File: src/rtl/lcl_pkg.sv
package lcl_pkg;

  localparam int ENTRIES_DEF    = 16;
  localparam int KEY_BITS_DEF   = 32;
  localparam int DATA_BITS_DEF  = 32;
  localparam int COUNT_BITS_DEF = 16;

  localparam int CAP_W     = 5;
  localparam int CAP_RESET = 16;
  localparam int STAMP_W   = 32;

  typedef enum logic [1:0] {
    ST_IDLE,
    ST_LOOK,
    ST_SCAN,
    ST_UPDATE
  } lcl_state_t;

  typedef enum logic [1:0] {
    CELL_NOP,
    CELL_FILL,
    CELL_WRITE,
    CELL_RAISE
  } cell_op_t;

  typedef enum logic {
    ACT_GET = 1'b0,
    ACT_SET = 1'b1
  } action_t;

  typedef struct packed {
    cell_op_t op;
    logic     sel;
  } cell_cmd_t;

endpackage

File: src/rtl/lcl_cell.sv
module lcl_cell #(
  parameter int KEY_BITS   = lcl_pkg::KEY_BITS_DEF,
  parameter int DATA_BITS  = lcl_pkg::DATA_BITS_DEF,
  parameter int COUNT_BITS = lcl_pkg::COUNT_BITS_DEF,
  parameter int IDX_W      = 4,
  parameter int INDEX      = 0
) (
  input  logic                      clk,
  input  logic                      rst,
  input  logic [KEY_BITS-1:0]       req_key,
  input  logic [DATA_BITS-1:0]      req_data,
  input  logic [lcl_pkg::STAMP_W-1:0] op_clock,
  input  lcl_pkg::cell_cmd_t        cmd,
  output logic                      match,
  output logic [DATA_BITS-1:0]      rd_data,
  input  logic                      in_has,
  input  logic [COUNT_BITS-1:0]     in_count,
  input  logic [lcl_pkg::STAMP_W-1:0] in_age,
  input  logic [IDX_W-1:0]          in_idx,
  input  logic [KEY_BITS-1:0]       in_key,
  output logic                      out_has,
  output logic [COUNT_BITS-1:0]     out_count,
  output logic [lcl_pkg::STAMP_W-1:0] out_age,
  output logic [IDX_W-1:0]          out_idx,
  output logic [KEY_BITS-1:0]       out_key
);
  import lcl_pkg::*;

  logic                  valid;
  logic [KEY_BITS-1:0]   slot_key;
  logic [DATA_BITS-1:0]  slot_data;
  logic [COUNT_BITS-1:0] use_count;
  logic [STAMP_W-1:0]    count_stamp;
  logic [STAMP_W-1:0]    age;
  logic                  take;
  logic                  at_max;

  assign match   = valid && (slot_key == req_key);
  assign rd_data = match ? slot_data : '0;
  assign age     = op_clock - count_stamp;
  assign at_max  = (use_count == {COUNT_BITS{1'b1}});
  assign take    = valid && (!in_has || (use_count < in_count) ||
                   ((use_count == in_count) && (age > in_age)));

  always_ff @(posedge clk) begin
    if (rst) begin
      valid <= 1'b0;
    end else if (cmd.sel && cmd.op == CELL_FILL) begin
      valid <= 1'b1;
    end
  end

  always_ff @(posedge clk) begin
    if (cmd.sel) begin
      case (cmd.op)
        CELL_FILL: begin
          slot_key    <= req_key;
          slot_data   <= req_data;
          use_count   <= COUNT_BITS'(1);
          count_stamp <= op_clock;
        end
        CELL_WRITE: begin
          slot_data <= req_data;
          if (!at_max) begin
            use_count   <= use_count + COUNT_BITS'(1);
            count_stamp <= op_clock;
          end
        end
        CELL_RAISE: begin
          if (!at_max) begin
            use_count   <= use_count + COUNT_BITS'(1);
            count_stamp <= op_clock;
          end
        end
        default: begin
        end
      endcase
    end
  end

  // victim candidate moves one cell per cycle
  always_ff @(posedge clk) begin
    if (rst) begin
      out_has <= 1'b0;
    end else begin
      out_has <= in_has || valid;
    end
  end

  always_ff @(posedge clk) begin
    if (take) begin
      out_count <= use_count;
      out_age   <= age;
      out_idx   <= IDX_W'(INDEX);
      out_key   <= slot_key;
    end else begin
      out_count <= in_count;
      out_age   <= in_age;
      out_idx   <= in_idx;
      out_key   <= in_key;
    end
  end

endmodule

File: config.mk
export PLATFORM = sky130hd
export DESIGN_NAME = lcl_cell
export DESIGN_NICKNAME = d
export VERILOG_FILES = /design/src/rtl/lcl_pkg.sv /design/src/rtl/lcl_cell.sv
export SDC_FILE = /design/constraint.sdc
export NUM_CORES = 1
export LEC_CHECK = 0
export BUFFER_PORTS_ARGS = -buffer_cell sky130_fd_sc_hd__buf_2
export CORE_UTILIZATION = 40
export CTS_CLUSTER_DIAMETER = 30
export DETAILED_ROUTE_END_ITERATION = 10
export PLACE_DENSITY_LB_ADDON = 0.05
export SYNTH_ARGS = -nofsm -noshare
export SYNTH_HDL_FRONTEND = slang
export SYNTH_SLANG_ARGS = --single-unit
File: constraint.sdc
create_clock -name clk -period 7 [get_ports clk]
set_input_delay 1.75 -clock clk [delete_from_list [all_inputs] [get_ports clk]]
set_output_delay 1.75 -clock clk [all_outputs]
set_load 0.05 [all_outputs]
==> impl_metrics.ini, run 1 <==
[drt]
vias_per_cell = 4.83
drt-initial-drc-count = 357
drtPass1Iterations = 5
post_drt_wl_per_cell_um = 17.1
wirelength_um = 26500
ant_nets = 0
drcViolationCount = 0
num_vias = 7504

[critical_path]
crit_fanout = 20
cp_cell_sequence = buf_2, inv_1, ha_1, inv_1, fa_1, a21o_1, a31oi_1, o21bai_1, a21oi_1, o21ai_1, a211oi_1, xnor2_1, ha_1, nand4_1, nor4_2, o31ai_1, a31oi_1, or3_4, buf_12, mux2_2
max_stage_delay_ns = 0.44
crit_type = in -> reg
critPathSlowestCell = a21oi_1
required_ns = 7.32
arrival_ns = 6.54
crit_path_end_kind = flop
path_delay_family = compound AO/OA/AOI/OAI gates
start_kind = input port
reg2reg_slack_ns = 1.93
reg2regPathDepth = 18
crit_cells = 20
path_buf_inv = 4

[timing]
slew_headroom_pct = 33.0
rsz0062_at_grt = false
setup_viol = 0
min_period_ns = 6.22
setup_tns_ns = 0
period_share_pct = 88.9
worst_slew_pin_slew_ns = 1.00
fmax_mhz = 161
finalHoldViolCount = 0
finClkSkew_ns = 0.0171
slew_viol_final = 0

[run_status]
status = finished, final reports clean

[yosys]
syn-cell-area_um2 = 10300
post_synth_and_or_nand_nor_area_fraction_pct = 10.3
async_reset_ff_share_pct = 0
synth_edf_count = 112
synth_area_per_cell_um2 = 11.6
synthesis.nets = 1162
yosysUniqueCellTypes = 59
ys_warn_count = 0
synthXorXnorAreaFrac_pct = 5.69
ys_seq_area_share_pct = 49.3
synthCells = 892
synthFlopType = edfxtp_1
synth_seq_cells = 198
synth_top_family_by_area = multiplexers
synthMuxAreaShare_pct = 10.7
synth_compound_area_share_pct = 8.94
synth_fa_ha_area_share_pct = 10.3

[floorplan]
start_util_pct = 40.8
rows = 58
io_pins = 304
die_y_um = 163
design.die.area_um2 = 26400
fp.coreArea_um2 = 25300
die-width_um = 163

[clock_network]
postCtsSetupBuffers = 0
cts_sinks = 198
cts_resized = 0
htreeDepth = 4
clock_latency_ns = 0.44
cts.clk_slew.worst_paths_ns = 0.09
cts_tree = yes
postCtsHoldBufs = 0
numCtsBuffers = 17
cts.path.max_buffers = 2
cts-root-buf = clkbuf_16

[power_and_ir_drop]
pwr-share-comb_pct = 26.4
total_power_mw = 3.24
switching_share_pct = 33.5
leakagePower_nw = 5.94
power_density_nw_per_um2 = 251
irDropWorstVdd_v = 0.000166
p_int_mw = 2.15
power.switching_mw = 1.09
pwr-share-clk_pct = 31.3
power.share.sequential_pct = 42.4

[placement]
portBuffers = 303
dp.final_hpwl_um = 21400
place_area_um2 = 12300
gp_congestion = 0.834

[layout]
drive_gt1_share_pct = 35.5
nets = 1478
design_area_um2 = 12900
seq_area_um2 = 5080
fill_cells = 2352
areaGrowthSynthToFinish_pct = 25.2
multi_input_area_um2 = 4750

[grt]
grt_remaining_overflow = 0
antenna_found_initial = 5
grt_pass1_wl_um = 40400
grt_usage_pct = 20.2
first_global_vias = 7369
grt_start_max_net_pins = 34

[job]
maxCapViolCount = 0

[worst_hold_path]
hold_class = reg -> reg
min_path_cells = 1
==> cell families after synthesis <==
kind of cell    count (synthesis)
compound gates                146
xor+xnor                       67
fa+ha+maj                      84
buf+inv                       115
flops                         198
mux                            80
simple gates                  202
==> Yosys cell counts (4+ instances only) <==
cell type | count | area [um^2]
o21bai_1 | 7 | 52.6
nor2b_1 | 6 | 37.5
nor3_1 | 8 | 40.0
a31oi_1 | 4 | 25.0
a211oi_1 | 4 | 30.0
or3_1 | 7 | 43.8
xnor2_1 | 49 | 429
xor2_1 | 18 | 158
ha_1 | 83 | 1040
and3_1 | 11 | 68.8
nor4_1 | 7 | 43.8
mux2_2 | 24 | 270
nor2_1 | 45 | 169
buf_6 | 7 | 78.8
inv_1 | 98 | 368
a21oi_1 | 52 | 260
and2_1 | 34 | 213
o21ai_0 | 30 | 150
clkbuf_1 | 5 | 18.8
nand2_1 | 32 | 120
mux2_4 | 54 | 811
nand4_1 | 20 | 125
a21o_1 | 12 | 90.1
nand2b_1 | 4 | 25.0
nand3_1 | 19 | 95.1
o211ai_1 | 6 | 45.0
edfxtp_1 | 112 | 3360
dfxtp_1 | 86 | 1720
==> cell type report <==
class,instances,share of cell area (%)
flip-flops and latches,198,39.4
clock inverters,15,1.57
well taps,330,3.20
repair buffers,314,12.8
clock buffers,17,3.30
inverters,98,2.85
multi-input cells,579,36.8
diodes,3,0.0582
==> sequential cells by signal (all words and copies together) (netlist names) <==
| signal | count |
|---|---|
| out_idx | 4 |
| slot_data | 32 |
| out_key | 32 |
| valid | 1 |
| slot_key | 32 |
| out_age | 32 |
| use_count | 16 |
| out_has | 1 |
| out_count | 16 |
| count_stamp | 32 |
==> placed cells by master (no fill, tap or decap), drive strengths merged, types with 10 or more instances in the layout <==
cell type and instances:
clkinv 10, nand2 32, xor2 18, ha 83
a21o 12, nor2 45, xnor2 49, buf 314
and2 34, nand3 19, a21oi 53, mux2 78
edfxtp 112, dfxtp 86, and3 11, o21ai 31
nand4 20, inv 103, clkbuf 17
==> power groups by stage <==
stage	combinational, mW	clock (mW)	sequential [mW]
floorplan	0.439	0	1.57
global placement	0.852	0	1.40
detailed placement	0.857	0	1.40
CTS	0.862	1.04	1.37
global route	0.936	1.08	1.38
finish	0.854	1.01	1.37
==> final timing paths <==
check / start / to
max: op_clock[0] / out_key[4]
min: slot_key[20] / out_key[20]
max reg2reg: count_stamp[4] / out_key[4]
min reg2reg: slot_key[20] / out_key[20]
==> routing by layer <==
metal	track usage, %	vias to the layer above	wire (um)
met1	24.1	3449	11400
met3	5.60	22	1630
met4	4.55	4	294
met2	36.0	207	13200
met5	0	-	23
li1	-	3822	-
==> metrics by stage <==
step | hold WS [ns] | setup slack, ns | cells | utilization (%)
3_5_place_dp | 0.513 | 0.376 | 1519 | 48.6
3_3_place_gp | 0.505 | 0.539 | 1519 | 48.6
2_1_floorplan | 0.497 | 1.26 | 892 | -
5_1_grt | 0.552 | 0.462 | 1553 | 51.1
6_report | 0.534 | 0.775 | 1554 | 51.1
4_1_cts | 0.531 | 0.799 | 1551 | 51.1
==> worst reg2reg max path: cells and delay by family, from the launching register on <==
family                   cells  cell delay, ns
flip-flops                   1            0.33
adder cells (fa/ha/maj)      2            0.69
AND/OR/NAND/NOR              4            1.13
buffers and inverters        3            0.45
multiplexers                 1            0.36
AO/OA/AOI/OAI                8            1.97
Power figures use the tool's default switching activity.
==> run 2: changes to the inputs <==
--- a/config.mk
+++ b/config.mk
@@ -10,6 +10,7 @@
 export CTS_CLUSTER_DIAMETER = 30
 export DETAILED_ROUTE_END_ITERATION = 10
 export PLACE_DENSITY_LB_ADDON = 0.05
+export RECOVER_POWER = 100
 export SYNTH_ARGS = -nofsm -noshare
 export SYNTH_HDL_FRONTEND = slang
 export SYNTH_SLANG_ARGS = --single-unit
==> impl_metrics.ini, run 2 (synthesis results as in run 1) <==
[floorplan]
io_pins = 304
rows = 58
design.die.area_um2 = 26400
die_y_um = 163
start_util_pct = 40.8
die-width_um = 163
fp.coreArea_um2 = 25300

[clock_network]
clock_latency_ns = 0.44
htreeDepth = 4
numCtsBuffers = 17
postCtsHoldBufs = 0
cts.clk_slew.worst_paths_ns = 0.09
cts_tree = yes
postCtsSetupBuffers = 0
cts-root-buf = clkbuf_16
cts.path.max_buffers = 2
cts_sinks = 198
cts_resized = 0

[placement]
place_area_um2 = 12300
gp_congestion = 0.834
dp.final_hpwl_um = 21400
portBuffers = 303

[worst_hold_path]
hold_class = reg -> reg

[critical_path]
arrival_ns = 4.65
required_ns = 5.25
worstSetupEndpoint = rd_data[29]
worst_r2r_startpoint = count_stamp[0]
crit_path_end_kind = output port
reg2regPathDepth = 18
start_kind = input port
crit_fanout = 33
crit_type = in -> out
critPathLaunch = req_key[7]
reg2reg_slack_ns = 1.83
worstReg2RegEnd = out_count[12]

[timing]
setup_tns_ns = 0
fmax_mhz = 156
worst_slew_pin_slew_ns = 2.90
finClkSkew_ns = 0.0161
setup_viol = 0
slew_viol_final = 96
period_share_pct = 91.4
rsz0062_at_grt = false
min_period_ns = 6.40
slew_headroom_pct = -93.1
finalHoldViolCount = 0

[drt]
num_vias = 7508
met3WireLength_um = 1730
highest_layer = met5
drt-initial-drc-count = 371
ant_nets = 0
met2_wirelength_um = 13200
vias_per_cell = 4.84
post_drt_wl_per_cell_um = 17.2
m1WireLength_um = 11500
drtPass1Iterations = 4
wirelength_um = 26800
drcViolationCount = 0

[layout]
design_area_um2 = 12400
areaGrowthSynthToFinish_pct = 20.7
drive_gt1_share_pct = 15.9
nets = 1478
mostFrequentLayoutCell = clkbuf_1
final_cell_mix = clkbuf_1, buf_2, edfxtp_1

[grt]
grt_pass1_wl_um = 40400
antenna_found_initial = 3
grt_usage_pct = 20.2
grt_remaining_overflow = 0
grt_start_max_net_pins = 34
first_global_vias = 7369

[power_and_ir_drop]
leakagePower_nw = 5.20
irDropWorstVdd_v = 0.000165
total_power_mw = 3.19
power_density_nw_per_um2 = 256

[job]
maxCapViolCount = 3

[run_status]
failed_checks = capacitance limit, slew limit
status = complete, but fails checks
==> run 2: cell count changes in the layout (fill, tap and decap cells not counted) <==
| cell | change |
|---|---|
| a21oi_4 | -1 |
| o21ai_0 | +1 |
| o21ai_1 | -1 |
| nor4_2 | -1 |
| mux2_1 | +53 |
| clkbuf_2 | +1 |
| buf_4 | -5 |
| a21oi_1 | +1 |
| clkbuf_1 | +184 |
| mux2_4 | -53 |
| buf_2 | -180 |
| diode_2 | -2 |
| nor4_1 | +1 |
==> run 2: worst min path at each step <==
| stage | cells after the start | to | startpoint | slack, ns |
|---|---|---|---|---|
| global placement | 1 | out_key[4] | slot_key[4] | 0.51 |
| detailed placement | 1 | out_key[20] | slot_key[20] | 0.51 |
| CTS | 1 | out_key[17] | slot_key[17] | 0.53 |
| finish | 1 | out_key[23] | slot_key[23] | 0.53 |
| floorplan | 1 | out_key[10] | slot_key[10] | 0.50 |
| global route | 1 | out_key[22] | slot_key[22] | 0.54 |
==> run 2: critical path: stages <==
cell      delay (ns)
clkbuf_1        0.14
xnor2_1         0.13
nand4_1         0.14
nor4_1          0.40
nand4_1         0.19
nor4_2          0.30
clkbuf_1        0.78
and2_1          0.25
clkbuf_1        0.55
==> run 2: routing by layer <==
metal | GRT usage [%] | vias up
met4 | 4.55 | 4
li1 | - | 3822
met3 | 5.60 | 25
met2 | 36.0 | 205
met1 | 24.1 | 3452
met5 | 0 | -
==> run 2: through the flow <==
step,hold WS [ns],cells,utilization [%],setup slack [ns]
global placement,0.505,1519,48.6,0.539
detailed placement,0.513,1519,48.6,0.376
finish,0.526,1552,49.2,0.604
global route,0.539,1551,49.2,0.296
CTS,0.531,1551,51.1,0.799
floorplan,0.497,892,-,1.26
==> run 2: final cells by class <==
class / instances / area [um^2]
clock inverter: 15 / 203
tap: 330 / 413
multi-input combinational: 579 / 4530
inverter: 98 / 368
antenna: 1 / 2.50
timing repair buffer: 314 / 1410
sequential: 198 / 5080
clock buffer: 17 / 425
fill: 2518 / 12800
==> run 2: where the power goes <==
part | internal [mW] | leakage, nW | switching (mW) | total, mW
clock network | 0.493 | 0.303 | 0.520 | 1.01
logic | 0.276 | 3.12 | 0.523 | 0.799
registers | 1.34 | 1.78 | 0.0380 | 1.37
==> run 3: changes to the inputs <==
--- a/config.mk
+++ b/config.mk
@@ -6,7 +6,7 @@
 export NUM_CORES = 1
 export LEC_CHECK = 0
 export BUFFER_PORTS_ARGS = -buffer_cell sky130_fd_sc_hd__buf_2
-export CORE_UTILIZATION = 40
+export CORE_UTILIZATION = 30
 export CTS_CLUSTER_DIAMETER = 30
 export DETAILED_ROUTE_END_ITERATION = 10
 export PLACE_DENSITY_LB_ADDON = 0.05
==> impl_metrics.ini, run 3 (synthesis results as in run 1) <==
[power_and_ir_drop]
power.share.sequential_pct = 43.0
pwr-share-clk_pct = 32.2
irDropWorstVdd_v = 0.000171
power.switching_mw = 1.07
switching_share_pct = 33.4
power_density_nw_per_um2 = 255
leakagePower_nw = 5.31
pwr-share-comb_pct = 24.9
p_int_mw = 2.13

[clock_network]
cts.clk_slew.worst_paths_ns = 0.08
postCtsHoldBufs = 0
clock_latency_ns = 0.45
postCtsSetupBuffers = 0
cts_tree = yes
cts_sinks = 198
cts-root-buf = clkbuf_16
cts_resized = 0
htreeDepth = 4
cts.path.max_buffers = 2
numCtsBuffers = 17

[floorplan]
die_y_um = 187
fp.coreArea_um2 = 33700
die-width_um = 187
rows = 67
io_pins = 304
start_util_pct = 30.6
design.die.area_um2 = 35100

[grt]
first_global_vias = 7408
grt_usage_pct = 16.3
antenna_found_initial = 4
grt_pass1_wl_um = 42900
grt_start_max_net_pins = 71
grt_remaining_overflow = 0

[layout]
final_cell_mix = clkbuf_1, buf_2, edfxtp_1
drive_gt1_share_pct = 17.9
mostFrequentLayoutCell = clkbuf_1
areaGrowthSynthToFinish_pct = 21.8
seq_area_um2 = 5080
fill_cells = 3546
multi_input_area_um2 = 4530
instances_no_fill = 1667
nets = 1475

[critical_path]
reg2regPathDepth = 18
worstReg2RegEnd = out_key[1]
worst_r2r_startpoint = count_stamp[0]
arrival_ns = 6.55
path_delay_family = compound AO/OA/AOI/OAI gates
cp_cell_sequence = clkbuf_1, inv_1, ha_1, inv_1, fa_1, a21o_1, a31oi_1, o21bai_1, a21oi_1, o21ai_0, a211oi_1, xnor2_1, ha_1, nand4_1, nor4_1, o31ai_1, a31oi_1, or3_1, buf_12, mux2_2
worstSetupEndpoint = out_key[1]
critPathSlowestCell = nor4_1
crit_cells = 20
start_kind = input port
max_stage_delay_ns = 0.47
required_ns = 7.34
reg2reg_slack_ns = 1.88
crit_fanout = 70
critPathLaunch = op_clock[0]
crit_path_end_kind = flop
path_buf_inv = 4
crit_type = in -> reg

[timing]
fmax_mhz = 161
slew_viol_final = 95
rsz0062_at_grt = false
min_period_ns = 6.21
finalHoldViolCount = 0
period_share_pct = 88.8
setup_ws_ns = 0.787
setup_viol = 0
slew_headroom_pct = -77.5
worst_slew_pin_slew_ns = 2.66
finClkSkew_ns = 0.00948
setup_tns_ns = 0
hold_ws_ns = 0.522

[placement]
dp.final_hpwl_um = 22600
place_worst_setup_slack_ns = 0.414
portBuffers = 303
dp.cells = 1634
gp_congestion = 0.783

[drt]
met3WireLength_um = 1640
drcViolationCount = 0
post_drt_wl_per_cell_um = 17.2
vias_per_cell = 4.51
drtPass1Iterations = 4
wirelength_um = 28600
highest_layer = met5
drt-initial-drc-count = 245
met2_wirelength_um = 13600
num_vias = 7521
ant_nets = 0
m1WireLength_um = 13100

[run_status]
status = complete, but fails checks
failed_checks = capacitance limit, slew limit

[job]
maxCapViolCount = 3

[worst_hold_path]
hold_class = reg -> reg
min_from = slot_key[29]
## run 3: cell count changes in the layout (fill, tap and decap cells not counted), moves of 2 or more
| cell | change |
|---|---|
| clkinv_8 | -5 |
| inv_8 | +2 |
| buf_2 | +28 |
| clkbuf_16 | +2 |
| clkbuf_1 | -28 |
| buf_12 | -3 |
## run 3: power by group through the flow
stage               logic, mW  registers, mW  clock network [mW]
floorplan               0.439           1.57                   0
global placement        0.860           1.40                   0
detailed placement      0.857           1.40                   0
CTS                     0.862           1.37                1.07
global route            0.876           1.39                1.11
finish                  0.795           1.37                1.03
## run 3: cell type report
type                            instances  share of cell area [%]
Antenna cell                            1                  0.0199
Clock buffer                           19                    3.79
Clock inverter                         13                    1.17
Inverter                               98                    2.93
Multi-Input combinational cell        579                    36.1
Sequential cell                       198                    40.5
Tap cell                              448                    4.47
Timing Repair Buffer                  311                    11.0
## run 3: worst register-to-register path, stage by stage (launching register included)
cell	delay, ns
edfxtp_1	0.34
ha_1	0.15
inv_1	0.05
fa_1	0.39
a21o_1	0.19
a31oi_1	0.28
o21bai_1	0.17
a21oi_1	0.37
o21ai_0	0.27
a211oi_1	0.30
xnor2_1	0.13
ha_1	0.32
nand4_1	0.17
nor4_1	0.47
o31ai_1	0.13
a31oi_1	0.26
or3_1	0.22
buf_12	0.37
mux2_2	0.42
## run 3: per-layer routing
layer  vias up  GRT usage (%)
met1      3470           20.8
met3        22           3.75
met4         4           4.51
met2       218           27.4
met5         -              0
li1       3807              -
## run 3: worst min path at each step
stage | to | slack, ns | depth (start not counted)
after floorplan | out_key[10] | 0.50 | 1
after global placement | out_key[18] | 0.51 | 1
after detailed placement | out_key[18] | 0.51 | 1
after CTS | out_key[29] | 0.53 | 1
after global routing | out_key[20] | 0.54 | 1
final | out_key[29] | 0.52 | 1
## run 3: through the flow
step	power (mW)	cell area (um^2)	util, %
final	3.20	12500	37.2
after global routing	3.38	12500	37.2
after CTS	3.31	13000	38.5
after detailed placement	2.26	12400	36.7
after global placement	2.26	12400	36.7
after floorplan	2.01	10300	-
